--- src/design/tcc_pkg.sv ---
// shared types, constants and a helper function of the control conditioner
package tcc_pkg;

    // field widths
    localparam int unsigned POT_W   = 10;
    localparam int unsigned COUNT_W = 16;
    localparam int unsigned CEIL_W  = 13;
    localparam int unsigned SMOOTH_W = 17;
    localparam int unsigned ADV_W   = 17;
    localparam int unsigned VOL_W   = 16;
    localparam int unsigned WAVE_W  = 3;
    localparam int unsigned OCT_W   = 2;
    localparam int unsigned CFG_IDX_W  = 3;
    localparam int unsigned CFG_DATA_W = 16;

    // register indexes
    localparam logic [CFG_IDX_W-1:0] REG_PITCH_BASE     = 3'd0;
    localparam logic [CFG_IDX_W-1:0] REG_VOLUME_BASE    = 3'd1;
    localparam logic [CFG_IDX_W-1:0] REG_VOLUME_CEILING = 3'd2;
    localparam logic [CFG_IDX_W-1:0] REG_POT_HYSTERESIS = 3'd3;

    // register reset values
    localparam logic [CEIL_W-1:0] CEILING_RESET    = 13'd4095;
    localparam logic [POT_W-1:0]  HYSTERESIS_RESET = 10'd40;

    // octave thresholds and shift codes
    localparam logic [POT_W-1:0] OCT_HIGH_THRESH = 10'd681;
    localparam logic [POT_W-1:0] OCT_LOW_THRESH  = 10'd342;
    localparam logic [OCT_W-1:0] OCT_UP     = 2'd1;
    localparam logic [OCT_W-1:0] OCT_CENTRE = 2'd2;
    localparam logic [OCT_W-1:0] OCT_DOWN   = 2'd3;

    // arithmetic constants
    localparam logic signed [18:0] PITCH_OFFSET = 19'sd2048;
    localparam logic [COUNT_W-1:0] VOLUME_FLOOR = 16'd5000;
    localparam logic signed [18:0] VOLUME_POT_OFFSET = 19'sd1024;
    localparam logic signed [18:0] VOLUME_MAX = 19'sd4095;

    // configuration registers
    typedef struct packed {
        logic [COUNT_W-1:0] pitch_base;
        logic [COUNT_W-1:0] volume_base;
        logic [CEIL_W-1:0]  volume_ceiling;
        logic [POT_W-1:0]   pot_hysteresis;
    } t_cfg;

    // one input item
    typedef struct packed {
        logic [POT_W-1:0]   pitch_trim;
        logic [POT_W-1:0]   volume_trim;
        logic [POT_W-1:0]   octave_pot;
        logic [POT_W-1:0]   wave_pot;
        logic               pitch_present;
        logic [COUNT_W-1:0] pitch_count;
        logic               volume_present;
        logic [COUNT_W-1:0] volume_count;
        logic               muted;
    } t_item;

    // one result item
    typedef struct packed {
        logic signed [ADV_W-1:0] sample_advance;
        logic                    advance_valid;
        logic [VOL_W-1:0]        scaled_volume;
        logic                    volume_valid;
        logic [WAVE_W-1:0]       wave_select;
        logic [OCT_W-1:0]        octave_code;
    } t_result;

    // quarter-step smoother: s + ((x - s) >>> 2)
    function automatic logic signed [SMOOTH_W-1:0] f_smooth(
        input logic signed [SMOOTH_W-1:0] s,
        input logic [COUNT_W-1:0]         x
    );
        logic signed [18:0] diff;
        logic signed [18:0] step;
        diff = $signed({3'b000, x}) - $signed({{2{s[SMOOTH_W-1]}}, s});
        step = diff >>> 2;
        return s + step[SMOOTH_W-1:0];
    endfunction

endpackage

--- src/design/tcc_core.sv ---
// per-item arithmetic and the smoother and hysteresis state
module tcc_core (
    input  logic            i_clk,
    input  logic            i_rst_n,
    input  logic            i_en,
    input  tcc_pkg::t_cfg   i_cfg,
    input  tcc_pkg::t_item  i_item,
    output tcc_pkg::t_result o_result
);

    logic signed [tcc_pkg::SMOOTH_W-1:0] r_pitch_smoothed, n_pitch_smoothed;
    logic signed [tcc_pkg::SMOOTH_W-1:0] r_volume_smoothed, n_volume_smoothed;
    logic [tcc_pkg::POT_W-1:0]           r_wave_held, n_wave_held;

    logic [tcc_pkg::POT_W-1:0]     wave_diff;
    logic [tcc_pkg::OCT_W-1:0]     octave;
    logic signed [18:0]            adv_sum;
    logic signed [18:0]            adv_shifted;
    logic [tcc_pkg::COUNT_W-1:0]   vol_floored;
    logic signed [18:0]            vol_diff;
    logic signed [18:0]            vol_half;
    logic signed [18:0]            vol_raw;
    logic [11:0]                   vol_clamped;
    logic [7:0]                    vol_t;
    logic [8:0]                    vol_t_p2;

    // wave pot hysteresis
    always_comb begin
        if (i_item.wave_pot >= r_wave_held) begin
            wave_diff = i_item.wave_pot - r_wave_held;
        end else begin
            wave_diff = r_wave_held - i_item.wave_pot;
        end
        n_wave_held = (wave_diff >= i_cfg.pot_hysteresis) ? i_item.wave_pot : r_wave_held;
    end

    // octave code from the octave pot
    always_comb begin
        priority if (i_item.octave_pot > tcc_pkg::OCT_HIGH_THRESH) begin
            octave = tcc_pkg::OCT_UP;
        end else if (i_item.octave_pot < tcc_pkg::OCT_LOW_THRESH) begin
            octave = tcc_pkg::OCT_DOWN;
        end else begin
            octave = tcc_pkg::OCT_CENTRE;
        end
    end

    // pitch smoother and sample advance
    always_comb begin
        n_pitch_smoothed = i_item.pitch_present
                         ? tcc_pkg::f_smooth(r_pitch_smoothed, i_item.pitch_count)
                         : r_pitch_smoothed;
        adv_sum = $signed({3'b000, i_cfg.pitch_base})
                - $signed({{2{n_pitch_smoothed[tcc_pkg::SMOOTH_W-1]}}, n_pitch_smoothed})
                + tcc_pkg::PITCH_OFFSET
                - $signed({7'b0, i_item.pitch_trim, 2'b00});
        adv_shifted = adv_sum >>> octave;
    end

    // volume floor, smoother, offset and clamp
    always_comb begin
        vol_floored = (i_item.volume_count < tcc_pkg::VOLUME_FLOOR)
                    ? tcc_pkg::VOLUME_FLOOR : i_item.volume_count;
        n_volume_smoothed = i_item.volume_present
                          ? tcc_pkg::f_smooth(r_volume_smoothed, vol_floored)
                          : r_volume_smoothed;
        vol_diff = $signed({3'b000, i_cfg.volume_base})
                 - $signed({{2{n_volume_smoothed[tcc_pkg::SMOOTH_W-1]}}, n_volume_smoothed});
        // halve, truncating toward zero
        vol_half = (vol_diff + $signed({18'b0, vol_diff[18]})) >>> 1;
        vol_raw  = $signed({6'b0, i_cfg.volume_ceiling}) - vol_half
                 + $signed({7'b0, i_item.volume_trim, 2'b00})
                 - tcc_pkg::VOLUME_POT_OFFSET;
        priority if (i_item.muted || vol_raw[18]) begin
            vol_clamped = 12'd0;
        end else if (vol_raw > tcc_pkg::VOLUME_MAX) begin
            vol_clamped = 12'hFFF;
        end else begin
            vol_clamped = vol_raw[11:0];
        end
        vol_t    = vol_clamped[11:4];
        vol_t_p2 = {1'b0, vol_t} + 9'd2;
    end

    // result assembly
    always_comb begin
        o_result.advance_valid  = i_item.pitch_present && !i_item.muted;
        o_result.sample_advance = o_result.advance_valid
                                ? adv_shifted[tcc_pkg::ADV_W-1:0] : '0;
        o_result.volume_valid   = i_item.volume_present;
        o_result.scaled_volume  = i_item.volume_present
                                ? tcc_pkg::VOL_W'({8'b0, vol_t} * {7'b0, vol_t_p2}) : '0;
        o_result.wave_select    = n_wave_held[tcc_pkg::POT_W-1 -: tcc_pkg::WAVE_W];
        o_result.octave_code    = octave;
    end

    // state update when the item moves to the result register
    always_ff @(posedge i_clk) begin
        if (!i_rst_n) begin
            r_pitch_smoothed  <= '0;
            r_volume_smoothed <= '0;
            r_wave_held       <= '0;
        end else if (i_en) begin
            r_pitch_smoothed  <= n_pitch_smoothed;
            r_volume_smoothed <= n_volume_smoothed;
            r_wave_held       <= n_wave_held;
        end
    end

endmodule

--- src/design/theremin_control_conditioner.sv ---
// top level of the theremin control conditioner
//
// Input channel i_valid / o_stall carries one control pass per item: four pot
// readings, optional pitch and volume capture counts and the mute flag.
// Output channel o_valid / i_stall carries exactly one result item per input
// item, in order. An item is taken at a clock edge with valid high and stall low.
// The item is captured in an input register, then the smoothers, hysteresis and
// volume arithmetic run in one pass and the result is captured in the result
// register, from which it is offered. One item per cycle is sustained while the
// receiver does not stall; the single pass between those two registers sets that
// figure. When the receiver stalls, the result register holds; the input register
// still takes one more item, and o_stall rises only when both registers are full.
// Configuration is written through i_cfg_we / i_cfg_index / i_cfg_data; the user
// writes it only while idle, which the block does not enforce. Indexes beyond the
// four registers are ignored. Synchronous active-low reset empties both registers,
// zeroes the smoothers and the held wave pot, and loads the register defaults.
module theremin_control_conditioner (
    input  logic                                 i_clk,
    input  logic                                 i_rst_n,
    // configuration
    input  logic                                 i_cfg_we,
    input  logic [tcc_pkg::CFG_IDX_W-1:0]        i_cfg_index,
    input  logic [tcc_pkg::CFG_DATA_W-1:0]       i_cfg_data,
    // input items
    input  logic                                 i_valid,
    output logic                                 o_stall,
    input  logic [tcc_pkg::POT_W-1:0]            i_pitch_trim,
    input  logic [tcc_pkg::POT_W-1:0]            i_volume_trim,
    input  logic [tcc_pkg::POT_W-1:0]            i_octave_pot,
    input  logic [tcc_pkg::POT_W-1:0]            i_wave_pot,
    input  logic                                 i_pitch_present,
    input  logic [tcc_pkg::COUNT_W-1:0]          i_pitch_count,
    input  logic                                 i_volume_present,
    input  logic [tcc_pkg::COUNT_W-1:0]          i_volume_count,
    input  logic                                 i_muted,
    // result items
    output logic                                 o_valid,
    input  logic                                 i_stall,
    output logic signed [tcc_pkg::ADV_W-1:0]     o_sample_advance,
    output logic                                 o_advance_valid,
    output logic [tcc_pkg::VOL_W-1:0]            o_scaled_volume,
    output logic                                 o_volume_valid,
    output logic [tcc_pkg::WAVE_W-1:0]           o_wave_select,
    output logic [tcc_pkg::OCT_W-1:0]            o_octave_code
);

    tcc_pkg::t_cfg    r_cfg;
    tcc_pkg::t_item   r_item;
    tcc_pkg::t_result r_result;
    tcc_pkg::t_result core_result;
    logic             r_in_full;
    logic             r_out_full;
    logic             advance;
    logic             in_take;

    // configuration registers
    always_ff @(posedge i_clk) begin
        if (!i_rst_n) begin
            r_cfg.pitch_base     <= '0;
            r_cfg.volume_base    <= '0;
            r_cfg.volume_ceiling <= tcc_pkg::CEILING_RESET;
            r_cfg.pot_hysteresis <= tcc_pkg::HYSTERESIS_RESET;
        end else if (i_cfg_we) begin
            unique case (i_cfg_index)
                tcc_pkg::REG_PITCH_BASE: begin
                    r_cfg.pitch_base <= i_cfg_data;
                end
                tcc_pkg::REG_VOLUME_BASE: begin
                    r_cfg.volume_base <= i_cfg_data;
                end
                tcc_pkg::REG_VOLUME_CEILING: begin
                    r_cfg.volume_ceiling <= i_cfg_data[tcc_pkg::CEIL_W-1:0];
                end
                tcc_pkg::REG_POT_HYSTERESIS: begin
                    r_cfg.pot_hysteresis <= i_cfg_data[tcc_pkg::POT_W-1:0];
                end
                default: begin
                end
            endcase
        end
    end

    // handshake: the computed item moves on when the result slot is free or leaving
    assign advance = r_in_full && (!r_out_full || !i_stall);
    assign o_stall = r_in_full && !advance;
    assign in_take = i_valid && !o_stall;

    // input register
    always_ff @(posedge i_clk) begin
        if (!i_rst_n) begin
            r_in_full <= 1'b0;
        end else if (in_take) begin
            r_in_full <= 1'b1;
        end else if (advance) begin
            r_in_full <= 1'b0;
        end
    end

    always_ff @(posedge i_clk) begin
        if (in_take) begin
            r_item.pitch_trim     <= i_pitch_trim;
            r_item.volume_trim    <= i_volume_trim;
            r_item.octave_pot     <= i_octave_pot;
            r_item.wave_pot       <= i_wave_pot;
            r_item.pitch_present  <= i_pitch_present;
            r_item.pitch_count    <= i_pitch_count;
            r_item.volume_present <= i_volume_present;
            r_item.volume_count   <= i_volume_count;
            r_item.muted          <= i_muted;
        end
    end

    // arithmetic and state
    tcc_core u_core (
        .i_clk    (i_clk),
        .i_rst_n  (i_rst_n),
        .i_en     (advance),
        .i_cfg    (r_cfg),
        .i_item   (r_item),
        .o_result (core_result)
    );

    // result register
    always_ff @(posedge i_clk) begin
        if (!i_rst_n) begin
            r_out_full <= 1'b0;
        end else if (advance) begin
            r_out_full <= 1'b1;
        end else if (!i_stall) begin
            r_out_full <= 1'b0;
        end
    end

    always_ff @(posedge i_clk) begin
        if (advance) begin
            r_result <= core_result;
        end
    end

    // outputs
    assign o_valid          = r_out_full;
    assign o_sample_advance = r_result.sample_advance;
    assign o_advance_valid  = r_result.advance_valid;
    assign o_scaled_volume  = r_result.scaled_volume;
    assign o_volume_valid   = r_result.volume_valid;
    assign o_wave_select    = r_result.wave_select;
    assign o_octave_code    = r_result.octave_code;

endmodule

--- config.mk ---
export PLATFORM = sky130hd
export DESIGN_NAME = theremin_control_conditioner
export DESIGN_NICKNAME = d
export VERILOG_FILES = /design/src/design/tcc_pkg.sv /design/src/design/tcc_core.sv /design/src/design/theremin_control_conditioner.sv
export SDC_FILE = /design/constraint.sdc
export NUM_CORES = 1
export LEC_CHECK = 0
export BUFFER_PORTS_ARGS = -buffer_cell sky130_fd_sc_hd__buf_2
export CAP_MARGIN = 20
export CORE_MARGIN = 2
export CORE_UTILIZATION = 35
export DETAILED_ROUTE_END_ITERATION = 12
export HOLD_SLACK_MARGIN = 0.08
export SYNTH_ARGS = -nofsm -noshare
export SYNTH_HDL_FRONTEND = slang
export SYNTH_SLANG_ARGS = --single-unit
export TNS_END_PERCENT = 5
--- constraint.sdc ---
create_clock -name i_clk -period 14.5 [get_ports i_clk]
set_input_delay 1.45 -clock i_clk [delete_from_list [all_inputs] [get_ports i_clk]]
set_output_delay 1.45 -clock i_clk [all_outputs]
set_load 0.01 [all_outputs]
==> results of run 1 <==
-- cell type report --
cell class | count | area share [%]
clock buffer | 36 | 3.69
clock inverter | 17 | 0.617
inverter | 232 | 3.85
multi-input combinational | 1539 | 54.1
sequential | 215 | 24.0
tap | 680 | 3.74
timing repair buffer | 349 | 10.0
-- power by group --
part,internal (mW),leakage (nW),switching (mW),total (mW)
combinational,1.94,7.89,2.09,4.03
clock,0.430,0.482,0.293,0.724
sequential,0.730,1.93,0.0249,0.755
-- state kept, by name, summed over array words and instances, names as in the netlist --
register and cells:
u_core.r_wave_held 10, o_advance_valid 1, o_sample_advance 17, r_in_full 1
r_cfg 55, o_volume_valid 1, u_core.r_pitch_smoothed 17, o_octave_code 2
r_item 74, o_wave_select 3, o_scaled_volume 16, u_core.r_volume_smoothed 17
o_valid 1
-- cells by family after synthesis --
logic type | synth area share, %
XOR/XNOR | 6.35
adder cells (fa/ha/maj) | 22.2
flip-flops | 30.0
AO/OA/AOI/OAI | 18.4
multiplexers | 2.74
buffers and inverters | 6.04
AND/OR/NAND/NOR | 14.3
-- stage by stage --
stage          power [mW]  area [µm²]  TNS [ns]
4_1_cts              5.25       22300         0
5_1_grt              6.04       22700     -1.82
2_1_floorplan        3.19       18300         0
3_5_place_dp         4.37       21000     -2.74
6_report             5.51       22700         0
3_3_place_gp         4.30       21000     -2.08
-- layout by cell type, fill, tap and decap left out, types with 7 or more instances in the layout --
cell type	instances
o21ai_1	7
nor3_1	33
buf_4	207
fa_1	54
o211ai_1	23
ha_4	17
edfxtp_1	114
ha_1	210
and3_1	19
nor2b_1	18
a211o_1	8
nand3_1	21
and2_1	16
inv_2	9
a21oi_2	11
nand2b_1	17
clkbuf_16	32
a211oi_1	38
nor2_2	9
inv_1	220
nand4_1	7
o21a_1	27
dfxtp_1	101
o21ai_0	57
a31oi_1	13
xor2_1	41
buf_2	139
o21bai_1	16
nand2_1	178
xnor2_1	82
or3_1	13
or2_2	11
a21o_1	47
nor2_1	180
a21oi_1	158
mux2i_1	42
o31ai_1	8
-- per-layer routing --
metal | vias up | global-route usage (%) | part of all wire (%)
met5 | - | 0 | 0.055
met4 | 4 | 5.29 | 3.0
met3 | 70 | 2.42 | 3.6
met2 | 243 | 30.2 | 48
li1 | 7790 | - | -
met1 | 7120 | 22.0 | 45
-- path summary, 6_finish.rpt --
path                                start                   to  slack, ns  depth (start not counted)
worst max-delay path            r_item[4]  o_scaled_volume[15]       0.18                         63
worst min register to register  r_cfg[39]            r_cfg[39]       0.46                          2
worst max register to register  r_item[4]  o_scaled_volume[15]       0.18                         63
worst min-delay path            r_cfg[39]            r_cfg[39]       0.46                          2
-- worst register-to-register path: cells and delay by family (launching register included) --
| family | cells | cell delay, ns |
|---|---|---|
| AOI/OAI and AO/OA | 24 | 5.18 |
| xor gates and xnor gates | 5 | 0.76 |
| adders and majority gates | 15 | 5.23 |
| buffers and inverters | 8 | 0.80 |
| DFF | 1 | 0.39 |
| and+or+nand+nor | 11 | 1.69 |
-- timing repair --
item,4_1_cts,5_1_grt
gates resized for setup,39,74
setup buffers,10,15
endpoints found under the setup margin,8,9
pin swaps,42,83
==> results.sh, run 1 <==
export IMPL_dr_pass1_iters=5
export IMPL_relSlewSlack_pct=29.8
export IMPL_synth_top_cell_by_area="edfxtp_1"
export IMPL_stdcell_count=3068
export IMPL_core_um2=51300
export IMPL_cpMostUsedCell="fa_1"
export IMPL_die_y_um=232
export IMPL_ant_nets=0
export IMPL_holdBufCountCts=0
export IMPL_die_w_um=232
export IMPL_max_freq_mhz=69.8
export IMPL_critPathMaxFanout=5
export IMPL_io_buffers=139
export IMPL_power_leakage_nw=10.3
export IMPL_grt_overflow=0
export IMPL_clock_latency_ns=0.57
export IMPL_cts_sinks=215
export IMPL_postLayoutCoreUtil_pct=44.3
export IMPL_rsz0062_at_grt="true"
export IMPL_critPathArrivalTime_ns=14.61
export IMPL_dr_total_vias=15200
export IMPL_slowest_delay_ns=0.51
export IMPL_wl_per_cell_um=15.4
export IMPL_multi_input_area_um2=12300
export IMPL_end_kind="register"
export IMPL_ios=141
export IMPL_drive_above_1_share_pct=22.8
export IMPL_cts_tree="built"
export IMPL_synth_cell_types=84
export IMPL_fill_cells=5005
export IMPL_grt_max_degree=80
export IMPL_ir_drop_uv=164
export IMPL_grt_pass1_vias=15000
export IMPL_register_area_um2=5450
export IMPL_gp_congestion=0.886
export IMPL_core_rowCount=83
export IMPL_place_ws_ns=-0.631
export IMPL_grt_pass1_wl_um=75300
export IMPL_syn_mean_instance_area_um2=8.89
export IMPL_tightest_slew_ns=1.05
export IMPL_start_kind="register"
export IMPL_critPathTopFamily="adder cells"
export IMPL_cp_data_required_time_ns=14.78
export IMPL_clkSlewWorstSetupHoldPaths_ns=0.06
export IMPL_ys_ff_latch=215
export IMPL_dieArea_um2=53700
export IMPL_max_cap_violations=0
export IMPL_antenna_found_initial=2
export IMPL_syn_inst=2044
export IMPL_cp_num_buf_inv=8
export IMPL_finalSetupViolCount=0
export IMPL_areaGrowthSynthToFinish_pct=25.1
export IMPL_fin_crit_ns=14.32
export IMPL_hold_ws_ns=0.460
export IMPL_remaining_drc_errors=0
export IMPL_synth_nets=2429
export IMPL_setup_slack_ns=0.178
export IMPL_ys_top_cells_by_area="edfxtp_1 (19%), ha_1 (16%), dfxtp_1 (11%)"
export IMPL_nNetsFinal=2751
export IMPL_drt_total_wl_um=47100
export IMPL_post_drt_via_cell_ratio=4.96
export IMPL_skew_ns=0.0150
export IMPL_crit_type="register to register"
export IMPL_synth_area_um2=18200
export IMPL_slew_violations=0
export IMPL_finalHoldViolations=0
export IMPL_placed_cells=2990
export IMPL_dp_final_hpwl_um=36700
export IMPL_synth_edf_count=114
export IMPL_initial_utilization_pct=35.4
export IMPL_finalCritPeriodShare_pct=98.8
export IMPL_htreeDepth=1
export IMPL_cp_slowest_cell="fa_1"
export IMPL_power_density_nw_per_um2=242
export IMPL_cts_root_buf="clkbuf_16"
export IMPL_synthTopCellsByCount="ha_1 (229), inv_1 (229), nor2_1 (191), nand2_1 (181), a21oi_1 (172)"
export IMPL_grt_usage_pct=17.3
export IMPL_async_reset_ff_share_pct=0
export IMPL_insertedDiodeCount=0
export IMPL_synthDominantCellAreaShare_pct=18.8
export IMPL_yosys_warnings=0
export IMPL_ys_seq_area_share_pct=30.0
export IMPL_outcome="finished, final reports clean"
export IMPL_hp_class="register to register"
export IMPL_first_iter_violations=702
export IMPL_cts_buffers=29
export IMPL_synth_main_ff_cell="edfxtp_1"
export IMPL_clk_path_buf_depth=3
Note: power is estimated with default switching activity, not from simulation.
==> run 2: changes to the inputs <==
Settings changed: SYNTH_HIERARCHICAL set to 1.
==> results.sh, run 2 <==
export IMPL_outcome="complete, but fails checks"
export IMPL_violations="negative setup slack"
export IMPL_dp_final_hpwl_um=35700
export IMPL_place_area_um2=21000
export IMPL_reg2reg_from="r_item[15]"
export IMPL_final_cell_mix="inv_1 (260), buf_4 (223), ha_1 (204), nor2_1 (161), buf_2 (139)"
export IMPL_gp_congestion=0.877
export IMPL_cts_tree="built"
export IMPL_antenna_found_initial=1
export IMPL_io_buffers=139
export IMPL_drt_total_wl_um=45500
export IMPL_hp_start="r_cfg[40]"
export IMPL_ios=141
export IMPL_fin_crit_ns=14.78
export IMPL_grt_usage_pct=17.1
export IMPL_startpoint="r_item[15]"
export IMPL_switchingPower_mw=2.28
export IMPL_max_cap_violations=0
export IMPL_dr_total_vias=14700
export IMPL_synth_area_um2=18100
export IMPL_cts_buffers=28
export IMPL_remaining_drc_errors=0
export IMPL_hp_class="register to register"
export IMPL_crit_type="register to register"
export IMPL_htreeDepth=1
export IMPL_p_clk_share_pct=13.7
export IMPL_end_kind="register"
export IMPL_cts_sinks=215
export IMPL_rsz0062_at_grt="true"
export IMPL_syn_inst=1961
export IMPL_critPathArrivalTime_ns=15.09
export IMPL_switching_share_pct=43.6
export IMPL_grt_overflow=0
export IMPL_critPathMaxFanout=5
export IMPL_core_rowCount=83
export IMPL_drive_above_1_share_pct=23.2
export IMPL_slowest_delay_ns=0.56
export IMPL_cpMostUsedCell="ha_4"
export IMPL_placed_cells=2914
export IMPL_ir_drop_uv=132
export IMPL_max_freq_mhz=67.7
export IMPL_core_um2=51200
export IMPL_dr_pass1_iters=7
export IMPL_seqPwrFrac_pct=14.6
export IMPL_ant_nets=0
export IMPL_setup_slack_ns=-0.277
export IMPL_pwr_share_comb_pct=71.8
export IMPL_fin_tns_setup_ns=-1.14
export IMPL_power_density_nw_per_um2=233
export IMPL_dieArea_um2=53500
export IMPL_yosys_warnings=6
export IMPL_power_total_mw=5.24
export IMPL_clock_latency_ns=0.59
export IMPL_clk_path_buf_depth=3
export IMPL_post_drt_via_cell_ratio=4.89
export IMPL_finalHoldViolations=0
export IMPL_clkSlewWorstSetupHoldPaths_ns=0.06
export IMPL_grt_max_degree=102
export IMPL_stdcell_area_um2=22500
export IMPL_wl_per_cell_um=15.2
export IMPL_tightest_slew_ns=1.03
export IMPL_nNetsFinal=2692
export IMPL_layout_cells_most_common="inv_1"
export IMPL_relSlewSlack_pct=31.4
export IMPL_p_int_mw=2.95
export IMPL_register_area_um2=5450
export IMPL_start_kind="register"
export IMPL_power_leakage_nw=10.3
export IMPL_stdcell_count=3004
export IMPL_largestRegisters="r_item: 74 flops, r_cfg: 55 flops"
export IMPL_syn_mean_instance_area_um2=9.23
export IMPL_slew_violations=0
export IMPL_finalCritPeriodShare_pct=102
export IMPL_largest_register_ffs=74
export IMPL_initial_utilization_pct=35.3
export IMPL_finalSetupViolCount=6
export IMPL_grt_pass1_vias=15100
export IMPL_first_iter_violations=707
export IMPL_areaGrowthSynthToFinish_pct=24.5
export IMPL_die_w_um=231
export IMPL_die_y_um=231
export IMPL_grt_pass1_wl_um=74300
export IMPL_fill_cells=4945
export IMPL_synth_nets=2352
export IMPL_cp_slowest_cell="or4_4"
export IMPL_multi_input_area_um2=11800
export IMPL_cts_root_buf="clkbuf_16"
export IMPL_regMostFlops="r_item"
export IMPL_skew_ns=0.0445
export IMPL_cp_data_required_time_ns=14.81
-- run 2: stage by stage --
step | hold slack [ns] | setup WS [ns] | utilization, %
final | 0.459 | -0.277 | 44.0
after global placement | 0.445 | -0.483 | 41.1
after floorplan | 0.435 | -0.287 | -
after CTS | 0.460 | -0.331 | 43.8
after global routing | 0.480 | -1.13 | 44.0
after detailed placement | 0.446 | -0.601 | 41.1
-- run 2: power by group through the flow --
stage | clock (mW) | combinational, mW | sequential, mW
after floorplan | 0 | 2.39 | 0.785
after global placement | 0 | 3.51 | 0.776
after detailed placement | 0 | 3.57 | 0.777
after CTS | 0.740 | 3.76 | 0.765
after global routing | 0.765 | 4.23 | 0.771
final | 0.716 | 3.76 | 0.764
-- run 2: timing repair --
item / CTS / global route
gates resized for setup: 35 / 18
setup endpoints to repair: 8 / 11
pin swaps: 58 / 30
setup buffers: 31 / 6
hold buffers: 0 / 0
-- run 2: layer usage --
| layer | up-vias | wire [µm] | GRT usage [%] |
|---|---|---|---|
| met4 | 0 | 1420 | 5.12 |
| met2 | 263 | 23200 | 32.3 |
| met1 | 6918 | 19300 | 19.8 |
| li1 | 7433 | - | - |
| met3 | 74 | 1570 | 2.35 |
| met5 | - | 0 | 0 |
-- run 2: final timing paths --
kind                                            end  slack [ns]  cells past startpoint
worst max-delay path            o_scaled_volume[15]       -0.28                     75
worst max register to register  o_scaled_volume[15]       -0.28                     75
worst min register to register            r_cfg[40]        0.46                      2
worst min-delay path                      r_cfg[40]        0.46                      2
-- run 2: cell type report --
cell class / count / area share, %
Clock inverter: 14 / 0.683
Inverter: 269 / 4.49
Antenna cell: 1 / 0.0111
Tap cell: 680 / 3.78
Timing Repair Buffer: 365 / 10.7
Multi-Input combinational cell: 1422 / 52.6
Sequential cell: 215 / 24.2
Clock buffer: 38 / 3.59
-- run 2: worst max-delay path, delay by kind of cell (launching register included) --
family | cells | cell delay [ns]
compound gates | 28 | 4.98
xor+xnor | 5 | 0.79
fa+ha+maj | 15 | 4.73
buf+inv | 12 | 1.05
flops | 1 | 0.41
mux | 1 | 0.14
simple gates | 14 | 2.40
